===== src/design/hbf_pkg.sv =====
// Shared widths, constants and beat types of the harmonic bond force block.
package hbf_pkg;

  localparam int IDX_W           = 16;
  localparam int ATOM_INDEX_BITS = 16;
  localparam logic [IDX_W-1:0] IDX_MASK = IDX_W'((64'd1 << ATOM_INDEX_BITS) - 64'd1);

  localparam int POS_W   = 32;
  localparam int D_W     = POS_W + 1;       // signed distance component
  localparam int UD_W    = D_W;             // its magnitude
  localparam int SQ_W    = 2 * UD_W;        // one square
  localparam int SUM_W   = 2 * UD_W;        // sum of three squares stays below 2^66
  localparam int LEN_W   = SUM_W / 2;
  localparam int REM_W   = LEN_W + 3;
  localparam int SQ_STAGES = LEN_W;
  localparam int K_W     = 32;
  localparam int S_W     = LEN_W + 1;       // signed stretch
  localparam int US_W    = LEN_W;           // stretch magnitude
  localparam int KU_W    = K_W + US_W;
  localparam int KU_LO_W = 32;
  localparam int KU_HI_W = KU_W - KU_LO_W;
  localparam int PL_W    = KU_LO_W + US_W;
  localparam int PH_W    = KU_HI_W + US_W;
  localparam int T_W     = PH_W + KU_LO_W;
  localparam int FRAC_W  = 16;
  localparam int DEN_W   = LEN_W + FRAC_W;
  localparam int QUO_W   = 32;
  localparam int DREM_W  = DEN_W + QUO_W;
  localparam int DIV_STAGES = QUO_W + 1;
  localparam int ENERGY_W = 48;
  localparam int E_SHIFT  = 2 * FRAC_W + 1; // Q16.16 squared, halved
  localparam logic [ENERGY_W-1:0] E_MAX = '1;
  localparam logic [QUO_W-1:0] POS_LIM = {1'b0, {(QUO_W-1){1'b1}}};
  localparam logic [QUO_W-1:0] NEG_LIM = {1'b1, {(QUO_W-1){1'b0}}};

  localparam int QUEUE_DEPTH = 4;
  localparam int QPTR_W = $clog2(QUEUE_DEPTH);
  localparam int QCNT_W = $clog2(QUEUE_DEPTH + 1);

  typedef struct packed {
    logic             first;
    logic             last;
    logic [IDX_W-1:0] ai;
    logic [IDX_W-1:0] aj;
  } tag_t;

  typedef struct packed {
    tag_t                  tag;
    logic [2:0][UD_W-1:0]  ud;
    logic [2:0]            sgn;
    logic [K_W-1:0]        k;
    logic [K_W-1:0]        b0;
  } bond_t;

endpackage


===== src/design/hbf_queue.sv =====
// Short bond queue between the front end and the arithmetic pipeline.
module hbf_queue import hbf_pkg::*; (
  input  logic  clk,
  input  logic  rst_n,
  input  logic  push,
  input  bond_t wdata,
  input  logic  pop,
  output bond_t rdata,
  output logic  full,
  output logic  not_empty
);

  bond_t             mem_r [QUEUE_DEPTH];
  logic [QPTR_W-1:0] wr_ptr_r;
  logic [QPTR_W-1:0] rd_ptr_r;
  logic [QCNT_W-1:0] cnt_r;
  logic              do_pop;

  assign full      = (cnt_r == QCNT_W'(QUEUE_DEPTH));
  assign not_empty = (cnt_r != '0);
  assign do_pop    = pop && not_empty;
  assign rdata     = mem_r[rd_ptr_r];

  always_ff @(posedge clk) begin
    if (push) begin
      mem_r[wr_ptr_r] <= wdata;
    end
  end

  always_ff @(posedge clk) begin
    if (!rst_n) begin
      wr_ptr_r <= '0;
      rd_ptr_r <= '0;
      cnt_r    <= '0;
    end else begin
      if (push) begin
        wr_ptr_r <= wr_ptr_r + QPTR_W'(1);
      end
      if (do_pop) begin
        rd_ptr_r <= rd_ptr_r + QPTR_W'(1);
      end
      if (push && !do_pop) begin
        cnt_r <= cnt_r + QCNT_W'(1);
      end else if (!push && do_pop) begin
        cnt_r <= cnt_r - QCNT_W'(1);
      end
    end
  end

endmodule


===== config.mk =====
export PLATFORM = sky130hd
export DESIGN_NAME = hbf_queue
export DESIGN_NICKNAME = d
export VERILOG_FILES = /design/src/design/hbf_pkg.sv /design/src/design/hbf_queue.sv
export SDC_FILE = /design/constraint.sdc
export NUM_CORES = 1
export LEC_CHECK = 0
export ABC_AREA = 1
export ABC_CLOCK_PERIOD_IN_PS = 7200
export BUFFER_PORTS_ARGS = -buffer_cell sky130_fd_sc_hd__buf_2
export CORE_AREA = 2 2 266 334
export CTS_CLUSTER_DIAMETER = 100
export DETAILED_ROUTE_END_ITERATION = 7
export DIE_AREA = 0 0 268 336
export PLACE_DENSITY = 0.58
export SLEW_MARGIN = 10
export SYNTH_ARGS = -nofsm -noshare
export SYNTH_HDL_FRONTEND = slang
export SYNTH_SLANG_ARGS = --single-unit

===== constraint.sdc =====
create_clock -name clk -period 7.2 [get_ports clk]
set_clock_uncertainty 0.2 [all_clocks]
set_input_delay 1.08 -clock clk [delete_from_list [all_inputs] [get_ports clk]]
set_output_delay 1.08 -clock clk [all_outputs]
set_load 0.005 [all_outputs]

==> results of run 1 <==
## cells by family after synthesis
| family | count (synthesis) |
|---|---|
| xor gates and xnor gates | 1 |
| adders and majority gates | 6 |
| AOI/OAI and AO/OA | 608 |
| DFF | 809 |
| and+or+nand+nor | 425 |
| buffers and inverters | 148 |
## path summary, 6_finish.rpt
check	to	slack, ns	cells after the start
setup / recovery	rdata[42]	2.22	5
hold / removal	flip-flop	0.31	2
setup reg to reg	mem_r[2][103]$_DFFE_PP_	4.63	5
hold reg to reg	flip-flop	0.31	2
## per-stage QoR
stage / power [uW] / cells / hold WS (ns) / cell area [sq um] / worst slack [ns]
6_report: 11900 / 3614 / 0.307 / 35600 / 2.22
5_1_grt: 12400 / 3611 / 0.346 / 35600 / 2.08
4_1_cts: 12100 / 3599 / 0.303 / 35500 / 2.36
3_5_place_dp: 7960 / 3450 / 0.284 / 33000 / 3.07
3_3_place_gp: 7900 / 3450 / 0.272 / 33000 / 3.13
2_1_floorplan: 7020 / 1997 / 0.265 / 30100 / 1.50
## area by class of cell
cell class / instances / area (sq um) / area share, %
sequential: 809 / 24200 / 68.0
multi-input combinational: 1040 / 4980 / 14.0
timing repair buffer: 417 / 2200 / 6.20
clock buffer: 104 / 2190 / 6.14
tap: 1168 / 1460 / 4.11
clock inverter: 45 / 389 / 1.09
inverter: 16 / 108 / 0.302
antenna: 15 / 37.5 / 0.105
## cells in the mapped netlist
library cell    n
inv_4           1
o22ai_1       200
clkbuf_1       44
a21oi_1         5
buf_2          25
nand2_1        15
nor2_1        406
fa_1            1
buf_4           1
o21ai_1       200
xor2_1          1
nand3_1         3
inv_1          15
dfxtp_1         9
nor3_1          1
clkbuf_2       16
o21ai_0       203
ha_1            5
edfxtp_1      800
buf_6          46
## metal layers
layer | vias to the layer above | track usage, %
li1 | 8344 | -
met1 | 9211 | 18.7
met5 | - | 0
met4 | 20 | 7.12
met2 | 554 | 26.7
met3 | 157 | 3.76
## worst register-to-register path, delay by kind of cell (launching register included)
kind | cells | cell delay (ns)
flip-flops | 1 | 0.33
buffers and inverters | 3 | 1.20
AND/OR/NAND/NOR | 1 | 0.12
adder cells (fa/ha/maj) | 1 | 0.15
## state kept, by name, indices dropped and copies added (netlist names), named ones only
name      flops
wr_ptr_r      2
rd_ptr_r      2
mem_r       800
cnt_r         3
## power groups by stage
stage          sequential [uW]  combinational [uW]  clock (uW)
2_1_floorplan             5570                1450           0
3_3_place_gp              5600                2300           0
4_1_cts                   5510                2360        4180
5_1_grt                   5520                2560        4360
6_report                  5500                2330        4070
3_5_place_dp              5610                2360           0
==> run_results.csv, run 1 <==
group,metric,value,unit
setup_path,end_kind,"output pin",
cells_and_area,area_growth_syn_to_layout,18.0,%
timing,report.final.setup_viol,0,
synth,yosys-top-cells-area,"edfxtp_1 (80%), nor2_1 (5.1%), o22ai_1 (4.2%), o21ai_0 (3.4%), o21ai_1 (3.3%)",
route,wl_met3,4530,microns
cells_and_area,final_core_util,41.0,%
die,die_x,268,microns
synth,synth_cells,1997,
cells_and_area,fillers,7856,
route,via_per_inst,5.06,
synth,syn_area_per_cell,15.1,sq um
setup_path,arrival,3.70,ns
setup_path,slowest_delay,0.79,ns
synth,synthDistinctLibCells,20,
timing,max_clock_freq,201,MHz
route,first_pass_iters,5,
cts,post_cts_resized,0,
synth,synthMuxAreaShare,0,%
setup_path,cpMaxStageDelayCell,"dfxtp_4",
setup_path,path_cells,"clkinv_8 > buf_12 > o21ai_1 > o22ai_1 > buf_2",
run,timing.max_cap.violations,0,
timing,worst_pin_slew,1.43,ns
cts,cts_made_buffers,81,
setup_path,r2r_start,"wr_ptr_r[0]$_SDFFE_PN0P_",
timing,relSlewSlack,4.46,%
worst_hold_path,hp-start,"rd_ptr_r[1]$_SDFFE_PN0P_",
route,avgRoutedWirePerCell,20.2,microns
setup_path,worstPathMaxFanout,186,
timing,fin_crit,4.98,ns
die,io_pins,406,
timing,rsz0062_at_grt,"false",
pwr,power_density,334,mW/mm^2
synth,synth_top_area_share,79.7,%
cts,clkTransAtPathRegs,0.06,ns
synth,yosysSeqAreaShare,80.3,%
timing,tns,0,ns
pwr,static-leakage-power,0.0122,uW
route,routed_wl,72900,microns
setup_path,crit_family,"buffers and inverters",
global_route,grt_pass1_wl,108000,microns
synth,synth_top_area_cell,"edfxtp_1",
pwr,cell_internal_pwr,8530,uW
cells_and_area,nets,2575,
place,place_congestion,0.763,
worst_hold_path,hp-class,"reg2reg",
route,drt-met1-wl,28600,microns
pwr,p_switching,3370,uW
global_route,grt_max_degree,210,
route,postRouteAntennaNets,0,
cts,clk_latency,0.62,ns
cts,cts_tree,"built",
setup_path,crit_buf_inv,3,
pwr,sw_frac_of_total,28.3,%
die,rows,121,
die,die_h,336,microns
timing,fin_crit_sh,69.1,%
setup_path,worstSetupPathType,"reg2out",
cts,postCtsSetupBuffers,0,
cts,hold_buffers,0,
pwr,ir_drop,0.275,mV
die,die-area,0.0900,sq mm
global_route,grt-ovfl-total,0,
synth,syn_nets,2207,
cts,clock-sinks,809,
synth,synth_warnings,0,
synth,synth_top_family_by_area,"compound AO/OA/AOI/OAI gates",
setup_path,startpoint_type,"flip-flop",
global_route,grtUsageTotal,15.6,%
synth,synthAdderAreaFrac,0.274,%
place,io_buffer_count,405,
die,start_util,34.8,%
cts,clk_root_buffer_cell,"clkbuf_16",
pwr,comb_power_share,19.6,%
route,drt_iter0_drc,1460,
cells_and_area,layout_common_cells,"edfxtp_1 (800), nor2_1 (406), buf_2 (405)",
cells_and_area,layout_commonest_cell,"edfxtp_1",
synth,synth_compound_area_share,10.9,%
cts,clk_path_buf_depth,3,
cells_and_area,drive_gt1_share,22.3,%
die,core-area,0.0867,sq mm
route,met2_length,37000,microns
status,outcome,"complete, no violations",
place,dp_hpwl,40200,microns
pwr,clockPowerShare,34.2,%
global_route,grt_antenna_before_repair,24,
global_route,grt_pass1_vias,18050,
pwr,p_seq_share,46.3,%
synth,synth-xor-area-share,0.0291,%
synth,netlist_area,0.0301,sq mm
route,drc_errors,0,
synth,synth_seq_cells,809,
route,via_count,18286,
synth,synthSimpleGateAreaFrac,5.31,%
route,maxUsedRoutingLayer,"met5",
timing,hold_viol,0,
cts,htree_levels,3,
timing,drv_slew,0,
setup_path,worstPathRequired,5.92,ns
No activity file was read; power rests on OpenSTA's default activity.
==> run 2: changes to the inputs <==
ABC_AREA = 0   (was 1)
ABC_CLOCK_PERIOD_IN_PS = 4030   (was 7200)
CORE_AREA = 2 2 262 329   (was 2 2 266 334)
DIE_AREA = 0 0 264 331   (was 0 0 268 336)
PLACE_DENSITY = 0.6   (was 0.58)
clock period = 4.03 ns   (was 7.2 ns; I/O delays follow)
==> run_results.csv, run 2 <==
group,metric,value,unit
setup_path,worstSetupPathType,"reg2out",
synth,synth_top_area_cell,"edfxtp_1",
synth,syn_area_per_cell,27.0,sq um
cells_and_area,top_register,"mem_r",
setup_path,end_kind,"output pin",
cts,clkTransAtPathRegs,0.06,ns
timing,fin_ws,0.715,ns
die,start_util,34.9,%
cells_and_area,area_growth_syn_to_layout,27.9,%
pwr,power_density,573,mW/mm^2
timing,fin_crit,3.31,ns
worst_hold_path,hp-class,"in2reg",
die,core-area,0.0840,sq mm
route,drc_errors,0,
setup_path,crit_buf_inv,2,
timing,report.final.setup_viol,0,
run,timing.max_cap.violations,0,
cells_and_area,layout_commonest_cell,"edfxtp_1",
cells_and_area,drive_gt1_share,41.7,%
synth,yosysSeqAreaShare,82.5,%
timing,max_clock_freq,302,MHz
setup_path,worstPathRequired,3.23,ns
setup_path,arrival,2.51,ns
route,via_per_inst,4.81,
synth,synth-async-reset-ratio,0,%
route,avgRoutedWirePerCell,22.3,microns
timing,hold_viol,0,
pwr,static-leakage-power,0.0125,uW
synth,yosysMostFrequentCell,"edfxtp_1",
pwr,ir_drop,0.384,mV
timing,rsz0062_at_grt,"false",
route,via_count,14070,
timing,fin_crit_sh,82.3,%
place,dp_hpwl,41200,microns
synth,synth_flop_cell,"edfxtp_1",
synth,synth_warnings,0,
setup_path,worstPathMaxFanout,27,
cts,cts_made_buffers,81,
timing,worst_pin_slew,0.844,ns
setup_path,path_cells,"buf_12 > mux4_2 > buf_2",
die,die_x,264,microns
global_route,grt_pass1_vias,15305,
die,rows,119,
synth,synth_cells,1087,
cts,post_cts_resized,0,
synth,synth_seq_cells,809,
die,die_h,331,microns
cts,htree_levels,3,
cts,clk_path_buf_depth,3,
synth,synthDistinctLibCells,22,
die,io_pins,406,
global_route,grtUsageTotal,14.7,%
global_route,grt-ovfl-total,0,
global_route,grt_antenna_before_repair,7,
cells_and_area,top_regs,"mem_r x800, cnt_r x3",
synth,netlist_area,0.0293,sq mm
global_route,grt_max_degree,80,
synth,yosys-top-cells-area,"edfxtp_1 (82%), mux4_2 (15%), buf_6 (0.84%), dfxtp_1 (0.61%), buf_2 (0.34%)",
place,pre_cts_ws,1.26,ns
setup_path,startpoint_type,"flip-flop",
setup_path,crit_family,"flip-flops",
global_route,grt_pass1_wl,95900,microns
cells_and_area,nets,1981,
timing,relSlewSlack,43.7,%
synth,synth_enable_flop_cells,800,
place,place_congestion,0.737,
timing,tns,0,ns
cts,clk_root_buffer_cell,"clkbuf_16",
route,postRouteAntennaNets,0,
cts,clock-sinks,809,
status,outcome,"complete, no violations",
die,die-area,0.0874,sq mm
setup_path,slowest_delay,0.78,ns
cts,clk_latency,0.61,ns
cells_and_area,layout_common_cells,"edfxtp_1 (800), buf_2 (405), mux4_2 (200), dlygate4sd3_1 (200), clkbuf_16 (83)",
setup_path,cpMaxStageDelayCell,"dfxtp_4",
synth,synth_top_area_share,81.9,%
synth,synth_commonest_cells,"edfxtp_1 (800), mux4_2 (200), buf_6 (22)",
timing,drv_slew,0,
cts,cts_tree,"built",
route,routed_wl,65200,microns
cells_and_area,largest_reg_flops,800,
synth,syn_nets,1297,
route,drt_iter0_drc,927,
place,io_buffer_count,405,
route,first_pass_iters,5,
[run 2: changes by cell type in the layout (fill, tap and decap cells not counted), sizes merged, moves of 28 or more]
cell | before | now
o21ai | 403 | 1
nor2 | 406 | 0
buf | 417 | 445
mux4 | 0 | 200
dlygate4sd3 | 0 | 200
o22ai | 200 | 0
[run 2: where the power goes]
group	internal [uW]	switching [uW]	total, uW
clock network	4090	3040	7140
registers	9690	230	9920
logic	2400	2040	4440
[run 2: repair_timing]
action                                 CTS  global route
endpoints found under the hold margin  800             0
buffers inserted                         0             0
hold buffers                           200             0
[run 2: stage by stage]
step                instance area (sq um)  instances  utilization (%)  hold slack (ns)  total power [uW]
floorplan                           29300       1087                -            0.290             12700
global placement                    33000       2577             39.3            0.311             14400
detailed placement                  33000       2577             39.3            0.359             14500
CTS                                 37500       2923             44.7            0.109             21900
global route                        37500       2926             44.7            0.131             22400
finish                              37500       2928             44.7            0.166             21500
[run 2: layout make-up]
cell class / count / area, sq um
diodes: 5 / 12.5
clock buffers: 96 / 2130
flip-flops and latches: 809 / 24200
repair buffers: 645 / 4620
inverters: 3 / 11.3
multi-input cells: 231 / 4780
fillers: 7104 / 46500
well taps: 1089 / 1360
clock inverters: 50 / 398
[run 2: kinds of logic (layout without fill, tap and decap cells)]
family	count (synthesis)	count (layout)	synth area share [%]
buffers and inverters	47	794	1.25
DFF	809	809	82.5
other	0	5	0
and+or+nand+nor	14	14	0.316
muxes	202	202	15.4
xor gates and xnor gates	5	5	0.149
adders and majority gates	6	6	0.281
AOI/OAI and AO/OA	4	4	0.0981
[run 2: per-layer routing]
layer	global-route usage [%]	vias to the layer above	wire, microns
li1	-	6103	-
met1	16.9	7456	24600
met2	26.4	388	34900
met3	3.45	117	3550
met4	5.79	6	2050
met5	0	-	34
[run 2: path summary, 6_finish.rpt]
kind | cells past startpoint | endpoint | start | slack [ns]
setup / recovery | 3 | rdata[151] | flip-flop | 0.72
hold / removal | 2 | wr_ptr_r[1]$_SDFFE_PN0P_ | rst_n | 0.17
setup reg to reg | 7 | cnt_r[2]$_SDFFE_PN0P_ | cnt_r[0]$_SDFFE_PN0P_ | 1.57
hold reg to reg | 2 | wr_ptr_r[1]$_SDFFE_PN0P_ | wr_ptr_r[1]$_SDFFE_PN0P_ | 0.36
