### config.mk
export PLATFORM = sky130hd
export DESIGN_NAME = hbf_front
export DESIGN_NICKNAME = d
export VERILOG_FILES = /design/src/design/hbf_pkg.sv /design/src/design/hbf_front.sv
export SDC_FILE = /design/constraint.sdc
export NUM_CORES = 1
export LEC_CHECK = 0
export ABC_AREA = 1
export BUFFER_PORTS_ARGS = -buffer_cell sky130_fd_sc_hd__buf_2
export CAP_MARGIN = 20
export CORE_AREA = 2 2 194 196
export DETAILED_ROUTE_END_ITERATION = 8
export DIE_AREA = 0 0 196 198
export MAX_ROUTING_LAYER = met4
export PLACE_DENSITY = 0.56
export SYNTH_ARGS = -nofsm -noshare
export SYNTH_HDL_FRONTEND = slang
export SYNTH_SLANG_ARGS = --single-unit
### constraint.sdc
create_clock -name vclk -period 6.19
set_input_delay 1.857 -clock vclk [all_inputs]
set_output_delay 1.857 -clock vclk [all_outputs]
set_load 0.02 [all_outputs]
### src/design/hbf_pkg.sv
// Shared widths, constants and beat types of the harmonic bond force block.
package hbf_pkg;

  localparam int IDX_W           = 16;
  localparam int ATOM_INDEX_BITS = 16;
  localparam logic [IDX_W-1:0] IDX_MASK = IDX_W'((64'd1 << ATOM_INDEX_BITS) - 64'd1);

  localparam int POS_W   = 32;
  localparam int D_W     = POS_W + 1;       // signed distance component
  localparam int UD_W    = D_W;             // its magnitude
  localparam int SQ_W    = 2 * UD_W;        // one square
  localparam int SUM_W   = 2 * UD_W;        // sum of three squares stays below 2^66
  localparam int LEN_W   = SUM_W / 2;
  localparam int REM_W   = LEN_W + 3;
  localparam int SQ_STAGES = LEN_W;
  localparam int K_W     = 32;
  localparam int S_W     = LEN_W + 1;       // signed stretch
  localparam int US_W    = LEN_W;           // stretch magnitude
  localparam int KU_W    = K_W + US_W;
  localparam int KU_LO_W = 32;
  localparam int KU_HI_W = KU_W - KU_LO_W;
  localparam int PL_W    = KU_LO_W + US_W;
  localparam int PH_W    = KU_HI_W + US_W;
  localparam int T_W     = PH_W + KU_LO_W;
  localparam int FRAC_W  = 16;
  localparam int DEN_W   = LEN_W + FRAC_W;
  localparam int QUO_W   = 32;
  localparam int DREM_W  = DEN_W + QUO_W;
  localparam int DIV_STAGES = QUO_W + 1;
  localparam int ENERGY_W = 48;
  localparam int E_SHIFT  = 2 * FRAC_W + 1; // Q16.16 squared, halved
  localparam logic [ENERGY_W-1:0] E_MAX = '1;
  localparam logic [QUO_W-1:0] POS_LIM = {1'b0, {(QUO_W-1){1'b1}}};
  localparam logic [QUO_W-1:0] NEG_LIM = {1'b1, {(QUO_W-1){1'b0}}};

  localparam int QUEUE_DEPTH = 4;
  localparam int QPTR_W = $clog2(QUEUE_DEPTH);
  localparam int QCNT_W = $clog2(QUEUE_DEPTH + 1);

  typedef struct packed {
    logic             first;
    logic             last;
    logic [IDX_W-1:0] ai;
    logic [IDX_W-1:0] aj;
  } tag_t;

  typedef struct packed {
    tag_t                  tag;
    logic [2:0][UD_W-1:0]  ud;
    logic [2:0]            sgn;
    logic [K_W-1:0]        k;
    logic [K_W-1:0]        b0;
  } bond_t;

endpackage

### src/design/hbf_front.sv
// Front end: accept a bond beat, form the distance vector, push it to the queue.
module hbf_front import hbf_pkg::*; (
  input  logic                    in_valid,
  output logic                    in_stall,
  input  logic                    in_first_bond,
  input  logic                    in_last_bond,
  input  logic [IDX_W-1:0]        in_atom_index_i,
  input  logic [IDX_W-1:0]        in_atom_index_j,
  input  logic signed [POS_W-1:0] in_pos_i_x,
  input  logic signed [POS_W-1:0] in_pos_i_y,
  input  logic signed [POS_W-1:0] in_pos_i_z,
  input  logic signed [POS_W-1:0] in_pos_j_x,
  input  logic signed [POS_W-1:0] in_pos_j_y,
  input  logic signed [POS_W-1:0] in_pos_j_z,
  input  logic [K_W-1:0]          in_spring_constant,
  input  logic [K_W-1:0]          in_rest_length,
  input  logic                    q_full,
  output logic                    push,
  output bond_t                   bond
);

  logic [2:0][POS_W-1:0] pi;
  logic [2:0][POS_W-1:0] pj;
  logic [2:0][D_W-1:0]   d;

  assign pi = {in_pos_i_z, in_pos_i_y, in_pos_i_x};
  assign pj = {in_pos_j_z, in_pos_j_y, in_pos_j_x};

  always_comb begin
    bond.tag.first = in_first_bond;
    bond.tag.last  = in_last_bond;
    bond.tag.ai    = in_atom_index_i & IDX_MASK;
    bond.tag.aj    = in_atom_index_j & IDX_MASK;
    bond.k         = in_spring_constant;
    bond.b0        = in_rest_length;
    for (int a = 0; a < 3; a++) begin
      d[a]        = {pj[a][POS_W-1], pj[a]} - {pi[a][POS_W-1], pi[a]};
      bond.sgn[a] = d[a][D_W-1];
      bond.ud[a]  = d[a][D_W-1] ? (~d[a] + UD_W'(1)) : d[a];
    end
  end

  assign in_stall = q_full;
  assign push     = in_valid && !q_full;

endmodule

==> results.json, run 1 <==
{
  "status": "complete, no violations",
  "antenna_found_initial": 1,
  "final_cell_mix": "780 x nand2_1, 461 x inv_1, 248 x buf_2",
  "grt_first_pass_wirelength_mm": 66.0,
  "seq_cells": 0,
  "power_leakage_uw": 0.00925,
  "ir_drop_mv": 0.0767,
  "die_h_um": 198,
  "yosys.area_share.xor_xnor": 0.0558,
  "drv_slew": 0,
  "io_pins": 494,
  "hp-class": "input pin to output port",
  "ant_nets": 0,
  "grt_pass1_vias": 14000,
  "grt_max_degree": 25,
  "fin_crit_ns": 6.17,
  "crit_start": "in_pos_j_x[0]",
  "syn-cell-area_sq_um": 11500,
  "fillers": 4124,
  "rsz0062_at_grt": "true",
  "ys_types": 39,
  "dp.cells": 3134,
  "seqCellArea_sq_um": 0,
  "track_usage": 0.212,
  "multi_input_area_sq_um": 10100,
  "synth_top_family_by_area": "simple AND/OR/NAND/NOR gates",
  "muxShareOfSynthArea": 0,
  "worstPathArrival_ns": 4.31,
  "gp_congestion": 1.02,
  "grt_overflow": 0,
  "syn_inst": 2331,
  "endpoint_kind": "output port",
  "synthAdderAreaFrac": 0.113,
  "num_vias": 14700,
  "first_iter_violations": 590,
  "hold_viol": 0,
  "final_common_cell": "nand2_1",
  "fin_area_sq_um": 15500,
  "max_cap_viol_count": 0,
  "die_area_sq_um": 38800,
  "num_rows": 71,
  "ys_seq_area_frac": 0,
  "hold_slack_ns": 3.71,
  "fmax_ghz": 0.162,
  "instances_no_fill": 3165,
  "critPathLaunchType": "input pin",
  "core_area_sq_um": 37000,
  "area_delta_synth_final_pct": 35.6,
  "ys_warn_count": 0,
  "synth_area_per_cell_sq_um": 4.91,
  "clockBufferCount": 0,
  "wl_per_cell_um": 13.5,
  "portBuffers": 298,
  "path_class": "input pin to output port",
  "die_w_um": 196,
  "drt_pass1_iterations": 5,
  "drcViolationCount": 0,
  "setup_violations": 0,
  "post_route_cells_drive_above_1_share": 0.327,
  "place_area_sq_um": 13800,
  "nets": 3086,
  "worstMarginPinSlew_ns": 0.384,
  "dp_hpwl_mm": 37.6,
  "total_power_uw": 2330,
  "synth_compound_area_frac": 0.0647,
  "vias_per_cell": 4.64,
  "power.density_nw_per_um2": 150,
  "min_period_over_period": 0.997,
  "worstPathRequired_ns": 4.33,
  "synth-simple-area-share": 0.532,
  "synth_nets": 2725,
  "start_util": 0.310,
  "slew_headroom": 0.742,
  "crit_end": "bond[81]",
  "finalWirelength_mm": 42.7,
  "critPathMaxFanout": 4
}
==> final cells by class <==
cell class / instances / share of cell area
antenna: 1 / 0.000161
multi-input combinational: 1727 / 0.647
timing repair buffer: 466 / 0.192
inverter: 496 / 0.122
tap: 474 / 0.0382
timing repair inverter: 1 / 0.000322
==> per-layer routing <==
| metal | vias up | GRT usage | wire (um) |
|---|---|---|---|
| met5 | - | - | 0 |
| met4 | 0 | 0.0710 | 1610 |
| met3 | 115 | 0.0167 | 2070 |
| met2 | 422 | 0.382 | 20600 |
| met1 | 6474 | 0.250 | 18400 |
| li1 | 7682 | - | - |
==> stage by stage <==
step	setup WS [ns]	utilization	TNS [ns]
floorplan	0.115	-	0
global placement	-0.150	0.373	-3.43
detailed placement	-0.175	0.373	-5.04
CTS	-0.0473	0.383	-0.225
global route	-0.172	0.420	-4.80
finish	0.0213	0.420	0
==> cells in the mapped netlist, types with 12 or more instances <==
cell,instances,area share
a21oi_1,72,0.031
buf_4,103,0.068
ha_1,99,0.11
inv_1,472,0.15
inv_2,18,0.0059
nand2_1,874,0.29
nand2_2,56,0.031
nand3_1,156,0.068
nand3_2,13,0.011
nand3b_1,27,0.018
nand4_1,29,0.016
nor2_1,202,0.066
nor2_2,21,0.011
nor3_1,24,0.010
o21ai_0,33,0.014
xnor2_1,12,0.0092
xor2_1,61,0.047
==> logic make-up (layout without fill, tap and decap cells) <==
kind of cell	after synthesis	in the layout
AOI/OAI and AO/OA	131	131
xor gates and xnor gates	73	73
adders and majority gates	102	102
buffers and inverters	604	963
other	0	1
and+or+nand+nor	1421	1421
==> worst min path at each step <==
stage / slack, ns / cells after the start / to / from
after floorplan: 3.79 / 1 / push / q_full
after global placement: 3.71 / 0 / bond[175] / in_atom_index_j[9]
after global routing: 3.71 / 0 / bond[178] / in_atom_index_j[12]
final: 3.71 / 0 / bond[178] / in_atom_index_j[12]
after detailed placement: 3.71 / 0 / bond[175] / in_atom_index_j[9]
after CTS: 3.71 / 0 / bond[175] / in_atom_index_j[9]
==> critical path, stage by stage <==
cell and delay [ns]:
buf_6 0.07, inv_4 0.03, ha_4 0.16, fa_1 0.52, ha_2 0.19, a21boi_2 0.16, nand3_2 0.08, nor2_1 0.09
nand2_1 0.09, nor2_2 0.15, nand2_2 0.09, nor2_4 0.15, buf_4 0.14, a31oi_2 0.11, xnor2_2 0.24, buf_4 0.19
==> repair_timing <==
action,CTS,global route
buffers inserted,15,14
pin swaps,45,101
resized for setup,68,347
endpoints found under the setup margin,73,96
hold buffers,0,0
gates cloned,0,1
==> power breakdown <==
part / switching, uW / internal (uW)
Combinational: 1440 / 893
Clock: 0 / 0.0000216
Sequential: 0 / 0
Total: 1440 / 893
No activity file was read; power rests on OpenSTA's default activity.
==> inputs of run 2 (changes only) <==
--- a/config.mk
+++ b/config.mk
@@ -6,7 +6,7 @@
 export NUM_CORES = 1
 export LEC_CHECK = 0
 export ABC_AREA = 1
-export BUFFER_PORTS_ARGS = -buffer_cell sky130_fd_sc_hd__buf_2
+export BUFFER_PORTS_ARGS = -buffer_cell sky130_fd_sc_hd__buf_4
 export CAP_MARGIN = 20
 export CORE_AREA = 2 2 194 196
 export DETAILED_ROUTE_END_ITERATION = 8
==> run 2 against run 1 <==
The run now ends with negative setup slack left. Hold slack unchanged. Via count up 2.5%. Combinational power up 13%.
==> results.json, run 2 (synthesis gave the netlist of run 1 again) <==
{
  "status": "finished, violations left",
  "violations": "negative setup slack",
  "drv_slew": 0,
  "finalWirelength_mm": 44.6,
  "portBuffers": 298,
  "power.density_nw_per_um2": 153,
  "p_sw_frac": 0.581,
  "antenna_found_initial": 1,
  "area_delta_synth_final_pct": 50.3,
  "num_vias": 15100,
  "die_h_um": 198,
  "comb_power_share": 1.000,
  "drt_pass1_iterations": 5,
  "track_usage": 0.221,
  "io_pins": 494,
  "hold_start": "in_atom_index_j[12]",
  "setup_violations": 3,
  "die_area_sq_um": 38800,
  "path_class": "input pin to output port",
  "gp_congestion": 1.00,
  "min_period_over_period": 1.01,
  "hold_viol": 0,
  "fillers": 3941,
  "pwr-share-clk": 0,
  "setup_ws_ns": -0.0410,
  "grt_first_pass_wirelength_mm": 68.6,
  "hold_slack_ns": 3.71,
  "vias_per_cell": 4.66,
  "worstPathRequired_ns": 4.33,
  "critPathLaunchType": "input pin",
  "nets": 3151,
  "crit_start": "in_pos_j_x[0]",
  "drcViolationCount": 0,
  "start_util": 0.310,
  "power_switching_uw": 1530,
  "endpoint_kind": "output port",
  "final_util": 0.466,
  "seqCellArea_sq_um": 0,
  "critPathMaxFanout": 3,
  "max_cap_viol_count": 0,
  "core_area_sq_um": 37000,
  "pwr-share-seq": 0,
  "seq_cells": 0,
  "final_common_cell": "nand2_1",
  "dp_hpwl_mm": 38.8,
  "hold-path-cell-count": 0,
  "cts_hold_buffers": 0,
  "fin_crit_ns": 6.23,
  "post_route_cells_drive_above_1_share": 0.365,
  "die_w_um": 196,
  "grt_pass1_vias": 14100,
  "ir_drop_mv": 0.0950,
  "grt_overflow": 0,
  "final_cell_mix": "750 x nand2_1, 482 x buf_4, 454 x inv_1",
  "worstMarginPinSlew_ns": 0.420,
  "rsz0062_at_grt": "true",
  "min_to": "bond[178]",
  "worstPathArrival_ns": 4.37,
  "num_rows": 71,
  "power_leakage_uw": 0.00989,
  "hp-class": "input pin to output port",
  "grt_max_degree": 20,
  "clockBufferCount": 0,
  "first_iter_violations": 668,
  "ant_nets": 0,
  "slew_headroom": 0.718,
  "fmax_ghz": 0.160,
  "wl_per_cell_um": 13.8,
  "p_int_uw": 1100
}
-- run 2: changes by cell type in the layout (fill, tap and decap cells not counted), sizes merged --
cell,delta
inv,+1
clkinv,-1
clkbuf,+1
buf,+64
-- run 2: per-layer routing --
layer,global-route usage,share of wire
met3,0.0158,0.047
met5,-,0
met1,0.268,0.43
met4,0.0606,0.033
met2,0.394,0.49
-- run 2: layout make-up --
class,count,area (sq um),share of cell area
Tap cell,474,593,0.0345
Inverter,496,1890,0.110
Timing Repair inverter,1,8.76,0.000509
Antenna cell,1,2.50,0.000145
Multi-Input combinational cell,1727,10500,0.610
Timing Repair Buffer,531,4210,0.245
-- run 2: power by group through the flow --
stage	logic (uW)	registers [uW]	clock network, uW
floorplan	1410	0	0
global placement	2280	0	0
detailed placement	2290	0	0
CTS	2370	0	0
global route	2870	0	0.0000216
finish	2640	0	0.0000216
-- run 2: what timing repair did --
action,4_1_cts,5_1_grt
cloned,0,2
pin swaps,56,119
setup buffers,21,29
gates resized for setup,95,391
endpoints found under the setup margin,71,93
-- run 2: worst max-delay path, cell delays in order --
cell and delay, ns:
buf_6 0.07, inv_4 0.03, ha_4 0.15, fa_2 0.58, ha_4 0.14, a21boi_2 0.15, nand3_2 0.08, nor2_1 0.11
nand2_1 0.09, nor2_2 0.13, nand2_2 0.09, nor2_4 0.15, nand2_2 0.08, o21ai_2 0.14, xor2_1 0.27, inv_1 0.10
buf_6 0.14
-- run 2: worst max path at each step --
stage                end  slack, ns  cells after the start
2_1_floorplan  bond[132]       0.12                     15
3_3_place_gp   bond[165]      -0.23                     14
3_5_place_dp    bond[85]      -0.23                     20
4_1_cts         bond[89]      -0.08                     16
5_1_grt         bond[87]      -0.16                     17
6_report        bond[87]      -0.04                     17
-- run 2: per-stage QoR --
stage	setup WS [ns]	std cells	total power [uW]	cell area, sq um	TNS, ns
2_1_floorplan	0.115	2331	1410	11500	0
3_3_place_gp	-0.234	3179	2280	14900	-5.01
3_5_place_dp	-0.232	3179	2290	14900	-6.54
4_1_cts	-0.0772	3200	2370	15400	-0.508
5_1_grt	-0.155	3230	2870	17200	-3.77
6_report	-0.0410	3230	2640	17200	-0.0572
==> inputs of run 3 (changes only) <==
==> config.mk (replaced) <==
export PLATFORM = sky130hd
export DESIGN_NAME = hbf_front
export DESIGN_NICKNAME = d
export VERILOG_FILES = /design/src/design/hbf_pkg.sv /design/src/design/hbf_front.sv
export SDC_FILE = /design/constraint.sdc
export NUM_CORES = 1
export LEC_CHECK = 0
export BUFFER_PORTS_ARGS = -buffer_cell sky130_fd_sc_hd__buf_4
export CAP_MARGIN = 20
export CORE_AREA = 2 2 195 197
export DETAILED_ROUTE_END_ITERATION = 8
export DIE_AREA = 0 0 197 199
export MAX_ROUTING_LAYER = met4
export PLACE_DENSITY = 0.49
export SYNTH_ARGS = -nofsm -noshare
export SYNTH_HDL_FRONTEND = slang
export SYNTH_SLANG_ARGS = --single-unit
==> run 3 against run 2 <==
The run still ends with negative setup slack left. Final cell count is 23% lower. Area after synthesis fell by 20%. Wire length fell by 13%. Fmax is 9.8% lower. Combinational power up 16%. Critical endpoint is now bond[127].
==> results.json, run 3 <==
{
  "status": "finished, violations left",
  "violations": "negative setup slack",
  "path_class": "input pin to output port",
  "portBuffers": 298,
  "hp-class": "input pin to output port",
  "cpPeakStageDelay_ns": 0.56,
  "final_util": 0.488,
  "seqCellArea_sq_um": 0,
  "ys_types": 101,
  "post_route_cells_drive_above_1_share": 0.583,
  "nets": 2413,
  "grt_overflow": 0,
  "syn-cell-area_sq_um": 9110,
  "syn_inst": 1362,
  "num_vias": 11900,
  "synth_top_area_cell": "ha_1",
  "io_pins": 494,
  "worstPathRequired_ns": 4.33,
  "power.density_nw_per_um2": 169,
  "ant_nets": 0,
  "worst_path_max_delay_cell": "or4b_4",
  "crit_family": "compound AO/OA/AOI/OAI gates",
  "synth_nets": 1756,
  "cts_hold_buffers": 0,
  "pre_cts_ws_ns": -0.765,
  "slew_headroom": 0.549,
  "max_cap_viol_count": 0,
  "post-synth-top-count-cell": "inv_1",
  "fmax_ghz": 0.145,
  "drcViolationCount": 0,
  "grt_first_pass_wirelength_mm": 60.9,
  "synthTopCellsByArea": "ha_1 14%, xnor2_1 9.4%, buf_4 8.2%",
  "synth_top_area_frac": 0.136,
  "num_rows": 71,
  "die_h_um": 199,
  "setup_violations": 99,
  "final_cell_mix": "711 x buf_4, 112 x inv_1, 90 x nand2_1",
  "drt_pass1_iterations": 7,
  "rsz0062_at_grt": "true",
  "final_common_cell": "buf_4",
  "setup_ws_ns": -0.715,
  "min_period_over_period": 1.12,
  "seq_cells": 0,
  "dp_hpwl_mm": 32.9,
  "clockBufferCount": 0,
  "fillers": 3618,
  "power_leakage_uw": 0.00847,
  "finalWirelength_mm": 38.7,
  "track_usage": 0.194,
  "vias_per_cell": 4.77,
  "synth_area_per_cell_sq_um": 6.69,
  "first_iter_violations": 444,
  "hold_viol": 0,
  "die_area_sq_um": 39200,
  "fin_crit_ns": 6.90,
  "ir_drop_mv": 0.159,
  "path_cells": "buf_8 > inv_12 > ha_4 > fa_2 > nor2b_4 > o31a_1 > o21a_4 > a211o_4 > xnor2_4 > o211ai_2 > or4b_4 > or3b_4 > o21ai_2 > xnor2_2 > buf_4",
  "drv_slew": 0,
  "antenna_found_initial": 1,
  "wl_per_cell_um": 15.5,
  "ys_warn_count": 0,
  "worstPathArrival_ns": 5.05,
  "ys_seq_area_frac": 0,
  "worstMarginPinSlew_ns": 0.670,
  "die_w_um": 197,
  "critPathMaxFanout": 4,
  "area_delta_synth_final_pct": 99.0,
  "grt_pass1_vias": 12200,
  "critPathBufInv": 3,
  "gp_congestion": 0.883,
  "netlist_top_cells_count": "127 x inv_1, 122 x a21oi_1, 105 x nand2_1",
  "core_area_sq_um": 37100,
  "start_util": 0.245,
  "endpoint_kind": "output port",
  "critPathLaunchType": "input pin",
  "grt_max_degree": 11
}
run 3: cell types whose count changed after synthesis, sizes merged, moves of 18 or more:
cell and delta:
nand2 -825, nand3 -137, inv -363, o21a +20, xnor2 +87, o21ai +49
o31ai +18, nor2b +19, clkbuf +24, a21oi +46, a21o +31, nand3b -26
nor2 -137
run 3: cells by family (layout without fill, tap and decap cells):
logic type | count (synthesis) | in the layout | share of synthesized area
AO/OA/AOI/OAI | 414 | 414 | 0.303
AND/OR/NAND/NOR | 414 | 414 | 0.239
buffers and inverters | 268 | 923 | 0.154
XOR/XNOR | 158 | 158 | 0.154
adder cells (fa/ha/maj) | 102 | 102 | 0.143
multiplexers | 6 | 6 | 0.00714
other | 0 | 1 | 0
run 3: cell type report:
type	count	area [sq um]	share of cell area
timing repair inverter	2	36.3	0.00200
timing repair buffer	792	6350	0.350
inverter	129	569	0.0314
tap	474	593	0.0327
multi-input combinational	1094	10600	0.583
antenna	1	2.50	0.000138
run 3: routing by layer:
metal  part of all wire  wire, um  track usage
met1               0.42     16300        0.228
met2               0.50     19500        0.354
met3              0.052      2000       0.0278
met4              0.023       881       0.0326
met5                  0         0            -
run 3: final timing paths:
kind	to	cells past startpoint	start	slack [ns]
max	bond[127]	15	in_pos_j_y[0]	-0.71
min	bond[181]	0	in_atom_index_j[15]	3.71
run 3: what timing repair did:
item                       in CTS  in global routing
setup endpoints to repair      99                 99
gates cloned                    4                  0
resized for setup             200                133
setup buffers                  31                 21
pin swaps                      85                 82
run 3: through the flow:
step	cell area [sq um]	TNS, ns	cells	total power [uW]	hold slack [ns]
finish	18100	-47.66	2492	3060	3.71
global route	18100	-60.76	2492	3270	3.71
CTS	17400	-45.71	2478	2950	3.71
detailed placement	16100	-58.70	2444	2730	3.71
global placement	16100	-55.69	2444	2720	3.71
floorplan	10900	-20.84	1362	1650	3.79
run 3: power by group:
group	switching [uW]	internal [uW]	total, uW	leakage, uW
clock network	0	0.0000216	0.0000216	0.00000000634
logic	1520	1540	3060	0.00847
registers	0	0	0	0
